===== src/tkc_pkg.sv =====
// Shared types, constants and functions of the touch keypad calculator.
package tkc_pkg;

  localparam int unsigned EntryW = 30;
  localparam logic [EntryW-1:0] EntryLimit = 30'd999999999;
  localparam int unsigned DivSteps = EntryW;

  typedef enum logic [2:0] {
    OP_NONE = 3'd0,
    OP_DIV  = 3'd1,
    OP_MUL  = 3'd2,
    OP_SUB  = 3'd3,
    OP_ADD  = 3'd4
  } op_t;

  localparam logic [3:0] KEY_CLEAR  = 4'd10;
  localparam logic [3:0] KEY_EQUALS = 4'd11;
  localparam logic [3:0] KEY_DIV    = 4'd12;
  localparam logic [3:0] KEY_MUL    = 4'd13;
  localparam logic [3:0] KEY_SUB    = 4'd14;
  localparam logic [3:0] KEY_ADD    = 4'd15;

  typedef enum logic [2:0] {
    ST_IDLE,
    ST_DECODE,
    ST_EXEC,
    ST_DIVIDE,
    ST_OUTPUT
  } state_t;

  typedef enum logic [3:0] {
    CMD_NONE,
    CMD_DIGIT,
    CMD_OPER,
    CMD_ARITH,
    CMD_DIV_START,
    CMD_DIV_STEP,
    CMD_DIV_DONE,
    CMD_CLEAR,
    CMD_EQ_NOP
  } cmd_kind_t;

  typedef struct packed {
    logic      load;
    cmd_kind_t kind;
  } dp_cmd_t;

  typedef struct packed {
    logic hit;
    logic is_digit;
    logic is_oper;
    logic is_equals;
    logic op_valid;
    logic op_div;
  } dp_status_t;

  typedef struct packed {
    logic [9:0] x_lo;
    logic [9:0] x_hi;
    logic [9:0] y_lo;
    logic [9:0] y_hi;
    logic [3:0] key;
  } zone_t;

  function automatic zone_t zone_at(input logic [3:0] i);
    zone_t z;
    unique case (i)
      4'd0:  z = '{10'd70,  10'd285, 10'd100, 10'd262, 4'd0};
      4'd1:  z = '{10'd70,  10'd285, 10'd263, 10'd425, 4'd1};
      4'd2:  z = '{10'd285, 10'd500, 10'd263, 10'd425, 4'd2};
      4'd3:  z = '{10'd500, 10'd715, 10'd263, 10'd425, 4'd3};
      4'd4:  z = '{10'd70,  10'd285, 10'd425, 10'd587, 4'd4};
      4'd5:  z = '{10'd285, 10'd500, 10'd425, 10'd587, 4'd5};
      4'd6:  z = '{10'd500, 10'd715, 10'd425, 10'd587, 4'd6};
      4'd7:  z = '{10'd70,  10'd285, 10'd587, 10'd750, 4'd7};
      4'd8:  z = '{10'd285, 10'd500, 10'd587, 10'd750, 4'd8};
      4'd9:  z = '{10'd500, 10'd715, 10'd587, 10'd750, 4'd9};
      4'd10: z = '{10'd715, 10'd930, 10'd100, 10'd262, KEY_DIV};
      4'd11: z = '{10'd715, 10'd930, 10'd263, 10'd425, KEY_MUL};
      4'd12: z = '{10'd715, 10'd930, 10'd425, 10'd587, KEY_SUB};
      4'd13: z = '{10'd715, 10'd930, 10'd587, 10'd750, KEY_ADD};
      4'd14: z = '{10'd500, 10'd715, 10'd100, 10'd262, KEY_EQUALS};
      default: z = '{10'd285, 10'd500, 10'd100, 10'd262, KEY_CLEAR};
    endcase
    return z;
  endfunction

endpackage


===== src/tkc_if.sv =====
// Valid/ready channel interfaces for touch samples and calculator results.
interface tkc_touch_if;
  logic       valid;
  logic       ready;
  logic [9:0] touch_x;
  logic [9:0] touch_y;
  modport source (output valid, touch_x, touch_y, input ready);
  modport sink (input valid, touch_x, touch_y, output ready);
endinterface

interface tkc_result_if;
  logic        valid;
  logic        ready;
  logic [3:0]  key_code;
  logic        display_update;
  logic signed [31:0] display_value;
  logic        entry_overflow;
  logic        divide_by_zero;
  modport source (output valid, key_code, display_update, display_value, entry_overflow,
                  divide_by_zero, input ready);
  modport sink (input valid, key_code, display_update, display_value, entry_overflow,
                divide_by_zero, output ready);
endinterface


===== src/tkc_ctrl.sv =====
// Controller state machine sequencing decode, execute and division.
module tkc_ctrl (
  input  logic                clk,
  input  logic                rst_n,
  input  logic                in_valid,
  output logic                in_ready,
  output logic                out_valid,
  input  logic                out_ready,
  input  tkc_pkg::dp_status_t status,
  output tkc_pkg::dp_cmd_t    cmd
);
  import tkc_pkg::*;

  state_t     state_r, state_nxt;
  logic [5:0] cnt_r, cnt_nxt;

  always_ff @(posedge clk) begin
    if (!rst_n) begin
      state_r <= ST_IDLE;
      cnt_r   <= '0;
    end else begin
      state_r <= state_nxt;
      cnt_r   <= cnt_nxt;
    end
  end

  always_comb begin
    state_nxt = state_r;
    cnt_nxt   = cnt_r;
    in_ready  = 1'b0;
    out_valid = 1'b0;
    cmd       = '{load: 1'b0, kind: CMD_NONE};
    unique case (state_r)
      ST_IDLE: begin
        in_ready = 1'b1;
        if (in_valid) begin
          cmd.load  = 1'b1;
          state_nxt = ST_DECODE;
        end
      end
      ST_DECODE: begin
        priority if (!status.hit) begin
          state_nxt = ST_IDLE;
        end else if (status.is_digit) begin
          cmd.kind  = CMD_DIGIT;
          state_nxt = ST_OUTPUT;
        end else if (status.is_oper) begin
          cmd.kind  = CMD_OPER;
          state_nxt = ST_OUTPUT;
        end else if (status.is_equals) begin
          priority if (!status.op_valid) begin
            cmd.kind  = CMD_EQ_NOP;
            state_nxt = ST_OUTPUT;
          end else if (status.op_div) begin
            cmd.kind  = CMD_DIV_START;
            cnt_nxt   = '0;
            state_nxt = ST_DIVIDE;
          end else begin
            cmd.kind  = CMD_ARITH;
            state_nxt = ST_EXEC;
          end
        end else begin
          cmd.kind  = CMD_CLEAR;
          state_nxt = ST_OUTPUT;
        end
      end
      ST_EXEC: begin
        state_nxt = ST_OUTPUT;
      end
      ST_DIVIDE: begin
        if (cnt_r == 6'(DivSteps)) begin
          cmd.kind  = CMD_DIV_DONE;
          state_nxt = ST_OUTPUT;
        end else begin
          cmd.kind = CMD_DIV_STEP;
          cnt_nxt  = cnt_r + 6'd1;
        end
      end
      ST_OUTPUT: begin
        out_valid = 1'b1;
        if (out_ready) begin
          state_nxt = ST_IDLE;
        end
      end
      default: state_nxt = ST_IDLE;
    endcase
  end
endmodule


===== src/tkc_dp.sv =====
// Datapath: key decode, entry and operand registers, multiplier and divider.
module tkc_dp (
  input  logic                clk,
  input  logic                rst_n,
  input  tkc_pkg::dp_cmd_t    cmd,
  input  logic [9:0]          touch_x,
  input  logic [9:0]          touch_y,
  output tkc_pkg::dp_status_t status,
  output logic [3:0]          key_code,
  output logic                display_update,
  output logic [31:0]         display_value,
  output logic                entry_overflow,
  output logic                divide_by_zero
);
  import tkc_pkg::*;

  logic [9:0]        x_r, y_r;
  logic [EntryW-1:0] entry_r, entry_nxt;
  logic [EntryW-1:0] first_r, first_nxt;
  logic [2:0]        op_r, op_nxt;
  logic [3:0]        key_r, key_nxt;
  logic              upd_r, upd_nxt, ovf_r, ovf_nxt, dz_r, dz_nxt;
  logic [31:0]       shown_r, shown_nxt;
  logic [EntryW-1:0] quo_r, quo_nxt;
  logic [EntryW:0]   rem_r, rem_nxt;
  logic              hit;
  logic [3:0]        key;
  logic [EntryW+3:0] digit_val;
  logic [59:0]       prod;
  logic [EntryW:0]   rem_shift;
  logic [EntryW:0]   rem_sub;

  always_comb begin
    zone_t z;
    hit = 1'b0;
    key = '0;
    for (int i = 15; i >= 0; i--) begin
      z = zone_at(4'(i));
      if (x_r >= z.x_lo && x_r <= z.x_hi && y_r >= z.y_lo && y_r < z.y_hi) begin
        hit = 1'b1;
        key = z.key;
      end
    end
  end

  assign status.hit       = hit;
  assign status.is_digit  = (key <= 4'd9);
  assign status.is_oper   = (key >= KEY_DIV);
  assign status.is_equals = (key == KEY_EQUALS);
  assign status.op_valid  = (op_r == OP_DIV) || (op_r == OP_MUL) || (op_r == OP_SUB) ||
                            (op_r == OP_ADD);
  assign status.op_div    = (op_r == OP_DIV);

  assign digit_val = {1'b0, entry_r, 3'b000} + {3'b000, entry_r, 1'b0} + {30'd0, key};
  assign prod      = entry_r * first_r;
  assign rem_shift = {rem_r[EntryW-1:0], quo_r[EntryW-1]};
  assign rem_sub   = rem_shift - {1'b0, entry_r};

  always_comb begin
    entry_nxt = entry_r;
    first_nxt = first_r;
    op_nxt    = op_r;
    key_nxt   = key_r;
    upd_nxt   = upd_r;
    ovf_nxt   = ovf_r;
    dz_nxt    = dz_r;
    shown_nxt = shown_r;
    quo_nxt   = quo_r;
    rem_nxt   = rem_r;
    unique case (cmd.kind)
      CMD_DIGIT: begin
        key_nxt = key;
        upd_nxt = 1'b1;
        dz_nxt  = 1'b0;
        if (digit_val > {4'd0, EntryLimit}) begin
          entry_nxt = '0;
          ovf_nxt   = 1'b1;
          shown_nxt = '0;
        end else begin
          entry_nxt = digit_val[EntryW-1:0];
          ovf_nxt   = 1'b0;
          shown_nxt = {2'b00, digit_val[EntryW-1:0]};
        end
      end
      CMD_OPER: begin
        key_nxt   = key;
        upd_nxt   = 1'b0;
        ovf_nxt   = 1'b0;
        dz_nxt    = 1'b0;
        shown_nxt = '0;
        first_nxt = entry_r;
        entry_nxt = '0;
        unique case (key)
          KEY_DIV: op_nxt = OP_DIV;
          KEY_MUL: op_nxt = OP_MUL;
          KEY_SUB: op_nxt = OP_SUB;
          default: op_nxt = OP_ADD;
        endcase
      end
      CMD_ARITH: begin
        key_nxt = key;
        upd_nxt = 1'b1;
        ovf_nxt = 1'b0;
        dz_nxt  = 1'b0;
        unique case (op_r)
          OP_MUL:  shown_nxt = prod[31:0];
          OP_SUB:  shown_nxt = {2'b00, first_r} - {2'b00, entry_r};
          default: shown_nxt = {2'b00, first_r} + {2'b00, entry_r};
        endcase
        entry_nxt = '0;
        first_nxt = '0;
        op_nxt    = OP_NONE;
      end
      CMD_DIV_START: begin
        key_nxt = key;
        quo_nxt = first_r;
        rem_nxt = '0;
      end
      CMD_DIV_STEP: begin
        if (!rem_sub[EntryW]) begin
          rem_nxt = rem_sub;
          quo_nxt = {quo_r[EntryW-2:0], 1'b1};
        end else begin
          rem_nxt = rem_shift;
          quo_nxt = {quo_r[EntryW-2:0], 1'b0};
        end
      end
      CMD_DIV_DONE: begin
        upd_nxt   = 1'b1;
        ovf_nxt   = 1'b0;
        dz_nxt    = (entry_r == '0);
        shown_nxt = (entry_r == '0) ? 32'd0 : {2'b00, quo_r};
        entry_nxt = '0;
        first_nxt = '0;
        op_nxt    = OP_NONE;
      end
      CMD_CLEAR: begin
        key_nxt   = key;
        upd_nxt   = 1'b1;
        ovf_nxt   = 1'b0;
        dz_nxt    = 1'b0;
        shown_nxt = '0;
        entry_nxt = '0;
        first_nxt = '0;
        op_nxt    = OP_NONE;
      end
      CMD_EQ_NOP: begin
        key_nxt   = key;
        upd_nxt   = 1'b0;
        ovf_nxt   = 1'b0;
        dz_nxt    = 1'b0;
        shown_nxt = '0;
      end
      default: begin
      end
    endcase
  end

  always_ff @(posedge clk) begin
    if (!rst_n) begin
      entry_r <= '0;
      first_r <= '0;
      op_r    <= OP_NONE;
    end else begin
      entry_r <= entry_nxt;
      first_r <= first_nxt;
      op_r    <= op_nxt;
    end
  end

  always_ff @(posedge clk) begin
    if (cmd.load) begin
      x_r <= touch_x;
      y_r <= touch_y;
    end
    key_r   <= key_nxt;
    upd_r   <= upd_nxt;
    ovf_r   <= ovf_nxt;
    dz_r    <= dz_nxt;
    shown_r <= shown_nxt;
    quo_r   <= quo_nxt;
    rem_r   <= rem_nxt;
  end

  assign key_code       = key_r;
  assign display_update = upd_r;
  assign display_value  = shown_r;
  assign entry_overflow = ovf_r;
  assign divide_by_zero = dz_r;
endmodule


===== src/touch_keypad_calculator_unit.sv =====
// Top level of the touch keypad four-function calculator.
//
//   channel  direction  payload
//   in       sink       touch_x, touch_y
//   out      source     key_code, display_update, display_value, flags
//
// One sample at a time. A miss is dropped; a digit, operator or clear goes to output;
// add, subtract or multiply run execute; divide runs the one-bit-a-cycle divider.
// The result holds in registers until its transfer; no new sample is taken meanwhile.
// Synchronous active-low reset clears the entry, operand and pending operation.
module touch_keypad_calculator_unit (
  input logic         clk,
  input logic         rst_n,
  tkc_touch_if.sink   in_ch,
  tkc_result_if.source out_ch
);
  import tkc_pkg::*;

  dp_cmd_t    cmd;
  dp_status_t status;
  logic [31:0] shown;

  tkc_ctrl u_ctrl (
    .clk       (clk),
    .rst_n     (rst_n),
    .in_valid  (in_ch.valid),
    .in_ready  (in_ch.ready),
    .out_valid (out_ch.valid),
    .out_ready (out_ch.ready),
    .status    (status),
    .cmd       (cmd)
  );

  tkc_dp u_dp (
    .clk            (clk),
    .rst_n          (rst_n),
    .cmd            (cmd),
    .touch_x        (in_ch.touch_x),
    .touch_y        (in_ch.touch_y),
    .status         (status),
    .key_code       (out_ch.key_code),
    .display_update (out_ch.display_update),
    .display_value  (shown),
    .entry_overflow (out_ch.entry_overflow),
    .divide_by_zero (out_ch.divide_by_zero)
  );

  assign out_ch.display_value = signed'(shown);
endmodule

===== src/flat_wrapper.sv =====
// flat-port wrapper written by rule: the top's interface ports become plain ports
module touch_keypad_calculator_unit_flat import tkc_pkg::*;
  (clk, rst_n, in_ch_valid, in_ch_touch_x, in_ch_touch_y, in_ch_ready, out_ch_valid, out_ch_key_code, out_ch_display_update, out_ch_display_value, out_ch_entry_overflow, out_ch_divide_by_zero, out_ch_ready);
  tkc_touch_if in_ch_i ();
  tkc_result_if out_ch_i ();
  input logic clk;
  input logic rst_n;
  input wire logic [$bits(in_ch_i.valid)-1:0] in_ch_valid;
  input wire logic [$bits(in_ch_i.touch_x)-1:0] in_ch_touch_x;
  input wire logic [$bits(in_ch_i.touch_y)-1:0] in_ch_touch_y;
  output wire logic [$bits(in_ch_i.ready)-1:0] in_ch_ready;
  output wire logic [$bits(out_ch_i.valid)-1:0] out_ch_valid;
  output wire logic [$bits(out_ch_i.key_code)-1:0] out_ch_key_code;
  output wire logic [$bits(out_ch_i.display_update)-1:0] out_ch_display_update;
  output wire logic [$bits(out_ch_i.display_value)-1:0] out_ch_display_value;
  output wire logic [$bits(out_ch_i.entry_overflow)-1:0] out_ch_entry_overflow;
  output wire logic [$bits(out_ch_i.divide_by_zero)-1:0] out_ch_divide_by_zero;
  input wire logic [$bits(out_ch_i.ready)-1:0] out_ch_ready;
  assign in_ch_i.valid = in_ch_valid;
  assign in_ch_i.touch_x = in_ch_touch_x;
  assign in_ch_i.touch_y = in_ch_touch_y;
  assign in_ch_ready = in_ch_i.ready;
  assign out_ch_valid = out_ch_i.valid;
  assign out_ch_key_code = out_ch_i.key_code;
  assign out_ch_display_update = out_ch_i.display_update;
  assign out_ch_display_value = out_ch_i.display_value;
  assign out_ch_entry_overflow = out_ch_i.entry_overflow;
  assign out_ch_divide_by_zero = out_ch_i.divide_by_zero;
  assign out_ch_i.ready = out_ch_ready;
  touch_keypad_calculator_unit u_core (.clk(clk), .rst_n(rst_n), .in_ch(in_ch_i), .out_ch(out_ch_i));
endmodule

===== config.mk =====
export PLATFORM = sky130hd
export DESIGN_NAME = touch_keypad_calculator_unit_flat
export DESIGN_NICKNAME = d
export VERILOG_FILES = /design/src/tkc_pkg.sv /design/src/tkc_if.sv /design/src/tkc_ctrl.sv /design/src/tkc_dp.sv /design/src/touch_keypad_calculator_unit.sv /design/src/flat_wrapper.sv
export SDC_FILE = /design/constraint.sdc
export NUM_CORES = 2
export LEC_CHECK = 0
export BUFFER_PORTS_ARGS = -buffer_cell sky130_fd_sc_hd__buf_4
export CORE_UTILIZATION = 65
export DETAILED_ROUTE_END_ITERATION = 8
export PLACE_DENSITY_LB_ADDON = 0.2
export SYNTH_ARGS = -nofsm -noshare
export SYNTH_HDL_FRONTEND = slang
export SYNTH_SLANG_ARGS = --single-unit

===== constraint.sdc =====
create_clock -name clk -period 24.2 [get_ports clk]
set_clock_uncertainty 0.15 [all_clocks]
set_input_delay 1.21 -clock clk [delete_from_list [all_inputs] [get_ports clk]]
set_output_delay 1.21 -clock clk [all_outputs]
set_load 0.01 [all_outputs]

---- Word-level counts from Yosys, hierarchy flattened ----
Cells that the tools add are included.
operators by class
  $add $sub $neg .......................... 6
  $mul .................................... 1
  div/mod/pow operators ................... 0
  magnitude comparators ................... 19
  equality and inequality tests ........... 31
  shifts and indexed selects .............. 0
  multiplexer cells ....................... 79
  bitwise gates (word level) .............. 0
  reductions and logical operators ........ 59
operators by type and width
  kind                  count
  $pmux 30 s2           4
  $pmux 32 s4           1
  $mux 30               4
  $mux 4                21
  $pmux 32 s2           1
  $mux 6                7
  $ge 10x9->1 const B   4
  $logic_and 1x1->1     36
  $add 33x31->34        1
  $add 34x4->34         1
  $gt 34x30->1 const B  1
  $mul 30x30->32        1
  $add 30x30->31        1
  $sub 30x30->31        1
  $sub 31x30->31        1
  $logic_not 30->1      1
  $mux 3                9
  $mux 1                23
  $eq 4x4->1 const B    5
  $ge 10x10->1 const B  2
  $ge 10x7->1 const B   2
  $le 10x10->1 const B  2
  $le 10x9->1 const B   2
  $lt 10x10->1 const B  2
  31 further kinds      62
word-level totals
  register bits after elaboration ......... 191
  latch bits .............................. 0
  RAM bits ................................ 0
  ROM bits ................................ 0
  bits of input ports ..................... 24
  output and inout port bits .............. 41
  word-level logic and storage cells ...... 209
  memories ................................ 0

---- Longest topological paths before layout ----
  depth after elaboration ................. 29
  mapped depth ............................ 29
  mapped depth without buffers ............ 28

---- Hierarchy ----
A second synthesis with hierarchy kept.
second synthesis, totals
  cell total of the unflattened synthesis .. 3,504
  area total of the unflattened synthesis .. 30,857.1 µm²
by module, submodules not included
  module    instances  cells each  area an instance (µm²)  seq. area each (µm²)
  tkc_dp    1          3,418       30,167.7                4,834.6
  tkc_ctrl  1          86          689.4                   180.2

---- Worst setup path after synthesis ----
Ideal clock, no wire load.
  path type ............................... register to register
  from .................................... reg u_core.u_dp.entry_r[6]
  to ...................................... reg u_core.u_dp.shown_r[28] (netlist: u_core.u_dp.display_value[28]) (data pin)
  arrival time ............................ 7,235 ps
  path slack .............................. 16,554 ps
  stages on the path, launching flop included .. 30
  path buffers ............................ 2
  clock period less this slack ............ 7,646 ps
  cell sequence ........................... dfxtp_1 -> clkbuf_1 -> clkbuf_1 -> nand2_1 -> fa_1 -> inv_1 -> fa_1 -> inv_1 -> fa_1 -> inv_1 -> fa_1 -> ha_1 -> ha_1 -> inv_1 -> fa_1 -> inv_1 -> fa_1 -> ha_1 -> a21o_1 -> a21oi_1 -> nand2b_1 -> o311ai_0 -> a211oi_1 -> o41ai_1 -> a21o_1 -> a21oi_1 -> xnor2_1 -> nor3_1 -> a2111oi_2 -> a221o_1
between the ends
  cells in the longest elaborated chain, start to end .. 5
RTL lines
  item                                 line           source
  start, declared                      tkc_dp.sv:18   logic [EntryW-1:0] entry_r, entry_nxt;
  start signal, assigned               tkc_dp.sv:165  entry_r <= entry_nxt;
  $add 33x31->34                       tkc_dp.sv:54   assign digit_val = {1'b0, entry_r, 3'b000} + {3'b000, entry_r, 1'b0} + {30'd0, key};
  $add 34x4->34                        tkc_dp.sv:54
  $gt 34x30->1                         tkc_dp.sv:75   if (digit_val > {4'd0, EntryLimit}) begin
  $mux 30                              tkc_dp.sv:75
  $pmux 32 s4 (*)                      tkc_dp.sv:70   unique case (cmd.kind)
  named net u_core.u_dp.shown_nxt[28]  tkc_dp.sv:23   logic [31:0] shown_r, shown_nxt;
  end signal, assigned                 tkc_dp.sv:180  shown_r <= shown_nxt;
  end, declared                        tkc_dp.sv:23
The timed path passes the listed nets; every way through them passes the cells marked *.
A chain may end at the register's enable or synchronous reset.

---- Final worst setup path ----
  from .................................... reg u_core.u_dp.first_r[5]
  to ...................................... reg u_core.u_dp.shown_r[28] (netlist: u_core.u_dp.display_value[28]) (data pin)
between the ends
  cells in the longest elaborated chain, start to end .. 3
RTL lines
  item                                    line           source
  start, declared                         tkc_dp.sv:19   logic [EntryW-1:0] first_r, first_nxt;
  start signal, assigned                  tkc_dp.sv:166  first_r <= first_nxt;
  $mul 30x30->32 (tied with other cells)  tkc_dp.sv:55   assign prod = entry_r * first_r;
  $pmux 32 s2 (*)                         tkc_dp.sv:105  unique case (op_r)
  $pmux 32 s4 (*)                         tkc_dp.sv:70
  named net u_core.u_dp.shown_nxt[28]     tkc_dp.sv:23
Marked as above.

==> run summary <==
RePlAce Congestion - 0.9826
Number of enable flip-flop cells after synthesis - 119
Clock buffer count from CTS - 17
PwrDens - 22.63 mW/mm^2
Largest family of logic cells by synthesized area - adder cells
WHS Endpoint - u_core.u_ctrl.cnt_r[5]$_SDFFE_PN0P_
Port Buffer Count - 64
Drt drc - 0
Post-synth top area share - 0.2712
Synthesized area per cell - 8.696 sq um
Share of cells above drive strength 1 - 0.05717
Final WL - 94620 microns
Non-Filler Instances - 4083
Reg2reg end - u_core.u_dp.display_value[28]$_DFFE_PP_
Setup CP Type - reg2reg
Max frequency - 113.0 MHz
Sequential cell area fraction in the yosys report - 0.1645
Required @ worst endpoint - 24.40 ns
First-pass GRT wire length - 147500 microns
Max Transition Viols Final - 0
Initial Util - 0.6647
Relative slew slack - 0.2077
DR vias - 26020
Full die area - 0.04778 sq mm
Ports - 65
Drt wl/cell - 23.17 microns
Setup violators final - 0
Sw Ratio - 0.2700
Pint - 530.4 uW
Slew @ Worst Pin - 1.187 ns
Vias per inst - 6.373
PostCTS Resize Cnt - 0
Hold Fails Final Rpt - 0
Startpoint types - flip-flop
Post-DP Area - 0.03150 sq mm
GRT Util Overall - 0.4099
Chip width - 218.6 microns
Max-cap violation count - 0
Htree depth - 4
Reg-to-reg setup timing slack - 15.35 ns
Fin Setup TNS - 0 ns
CTS tree - yes
Mux cell area share after synthesis - 0.009562
Synthesis-to-finish area growth - 5.314%
Core box area - 0.04587 sq mm
Grt peak-use layer - met2
CP Data Arrival Time - 9.05 ns
Initial antenna violation count - 2
Comb power frac - 0.083
Met1 GRT Util - 0.5172
Outcome - finished, final reports clean
Largest net degree at the start of global routing - 67
Fin crit share - 0.3656
# rows - 78
Root Driver - clkbuf_16
Worst hold path depth - 1
#FFs+latches synth - 191
CP Max Fanout - 21
Top FF cell, synth - edfxtp_1
1st-iter DRT viols - 2784
XOR/XNOR Fraction of Synth Area - 0.05056
Max VDD drop - 0.06637 mV
Setup bufs post-CTS - 0
Design area - 0.03211 sq mm
Leakage Power - 0.01509 uW
Post-DP HPWL - 70100 microns
Worst hold path startpoint - u_core.u_ctrl.cnt_r[5]$_SDFFE_PN0P_
Post-synth top area cell - fa_1
Reg power frac - 0.490
Synth Area in Compound Gates - 0.1367
Worst-skew pair later-pin latency - 0.48 ns
Switching pwr - 196.2 uW
Synth Net Count - 4212
Reg2Reg Depth - 26
Dpl cells - 4049
Final net count - 4174
Vias in the first global route - 26296
Met3 usage - 0.09158
Critical path endpoint category - flip-flop
Synth warn - 0
Max Buffers Root-to-Sink - 2
Post-Synthesis Cell Area - 0.03049 sq mm
Post-synthesis adder-cell area fraction - 0.3816
Top post-synthesis cells by area - fa_1, edfxtp_1, ha_1
Final core occ - 0.7000
Simple-Gate Fraction of Synth Area - 0.1662
Clock power frac - 0.427
Post-DRT Antenna Nets - 0
FFs w/ async S/R, synth - 0
Synth Instances - 3506
Yosys cell types - 87
Hold Path Class - reg2reg
RSZ-0062 raised after global routing - no
Clock slew at reported path FFs - 0.08 ns
Overflow after GRT - 0
Die Span Y - 218.6 microns
Clock sink count - 191
Grt met2 use - 0.6485
Minimum clock period - 8.849 ns
CTS Hold Bufs - 0
DR pass1 iterations - 8
R2r startpoint - u_core.u_dp.first_r[5]$_SDFFE_PN0P_
[synthesized netlist by cell type, types with 28 or more instances]
library cell / number
a211oi_1: 42
a21o_1: 39
a21oi_1: 150
a22oi_1: 36
and2_1: 144
clkbuf_1: 156
dfxtp_1: 72
edfxtp_1: 119
fa_1: 413
ha_1: 269
inv_1: 538
mux2i_1: 28
nand2_1: 533
nand2b_1: 28
nand3_1: 35
nor2_1: 162
nor2b_1: 58
nor3_1: 41
o21ai_0: 95
xnor2_1: 124
xor2_1: 52
[power by group through the flow]
stage               combinational (uW)  clock, uW  sequential, uW
floorplan                         38.0          0             362
global placement                  57.0          0             362
detailed placement                58.7          0             363
CTS                               59.0        309             356
global route                      64.5        321             356
finish                            60.5        310             356
[worst max path at each step]
stage	startpoint	end	slack [ns]	cells after the start
global placement	u_core.u_dp.first_r[5]$_SDFFE_PN0P_	u_core.u_dp.display_value[28]$_DFFE_PP_	15.61	26
CTS	u_core.u_dp.first_r[5]$_SDFFE_PN0P_	u_core.u_dp.display_value[28]$_DFFE_PP_	15.46	26
global route	u_core.u_dp.first_r[5]$_SDFFE_PN0P_	u_core.u_dp.display_value[28]$_DFFE_PP_	14.91	26
finish	u_core.u_dp.first_r[5]$_SDFFE_PN0P_	u_core.u_dp.display_value[28]$_DFFE_PP_	15.35	26
detailed placement	u_core.u_dp.first_r[5]$_SDFFE_PN0P_	u_core.u_dp.display_value[28]$_DFFE_PP_	15.48	26
floorplan	u_core.u_dp.entry_r[6]$_SDFFE_PN0P_	u_core.u_dp.display_value[28]$_DFFE_PP_	16.55	29
[cell families (layout without fill, tap and decap cells)]
group                    Yosys count  count (layout)
AND/OR/NAND/NOR                 1089            1089
buffers and inverters            725             700
adder cells (fa/ha/maj)          682             682
AO/OA/AOI/OAI                    614             614
flip-flops                       191             191
XOR/XNOR                         176             176
multiplexers                      29              29
other                              0               2
[worst max-delay path, cell delays in order (launching register included)]
cell,delay [ns]
dfxtp_1,0.89
ha_1,0.40
inv_1,0.10
fa_1,0.48
inv_1,0.05
fa_1,0.50
inv_1,0.05
fa_1,0.49
fa_1,0.54
inv_1,0.04
ha_1,0.28
ha_1,0.28
inv_1,0.05
fa_1,0.53
inv_1,0.06
fa_1,0.48
ha_1,0.34
o2111ai_1,0.16
o311ai_0,0.79
a211oi_1,0.33
o41ai_1,0.60
a21o_1,0.19
a21oi_1,0.09
xnor2_1,0.17
nor3_1,0.07
a2111oi_2,0.41
a221o_1,0.18
[cells in the final DEF (no fill, tap or decap), types with 15 or more instances in the layout]
cell and instances:
inv_1 538, mux2i_1 28, o31ai_1 15, edfxtp_1 119, nand2_1 532, a22oi_1 36, a31oi_1 19, nand2b_1 28
nand3_1 35, xor2_1 52, nor2_1 161, o21a_1 21, clkbuf_16 17, a22o_1 15, nor2b_1 57, a211oi_1 42
a21o_1 39, buf_4 129, ha_1 269, a21oi_1 150, o211ai_1 23, o21bai_1 27, dfxtp_1 70, fa_1 413
and2_1 144, xnor2_1 123, nor3_1 40, o2bb2ai_1 17, o21ai_0 95, nor4_1 19
[through the flow]
stage                     power [uW]  setup slack, ns  hold WS [ns]
after floorplan                400.3            16.55        0.2723
after global placement         419.5            15.61        0.2868
after detailed placement       421.7            15.48        0.2964
after CTS                      723.7            15.46        0.3104
after global routing           741.9            14.91        0.3394
final                          726.6            15.35        0.3064
[per-layer routing]
metal | wire length, microns | share of wire | up-vias
li1 | - | - | 11336
met1 | 35300 | 0.37 | 12793
met2 | 43300 | 0.46 | 1528
met3 | 9689 | 0.10 | 363
met4 | 6333 | 0.067 | 0
met5 | 0 | 0 | -
[registers in the layout, indices dropped and copies added (netlist names), 3 cells and up]
name and flops:
u_core.u_dp.quo_r 30, u_core.u_dp.y_r 10, u_core.u_dp.rem_r 30, u_core.u_dp.entry_r 30
u_core.u_ctrl.cnt_r 6, u_core.u_dp.key_code 4, u_core.u_dp.op_r 3, u_core.u_dp.x_r 10
u_core.u_ctrl.state_r 3, u_core.u_dp.first_r 30, u_core.u_dp.display_value 32
[layout make-up]
type                    instances  area, sq um
diodes                          2        5.005
clock inverters                13        170.2
multi-input cells            2590        22740
inverters                     539         2023
repair buffers                129        968.4
fillers                      3659        13760
clock buffers                  19        432.9
flip-flops and latches        191         5017
well taps                     600        750.7
(Power assumes the default switching activity.)
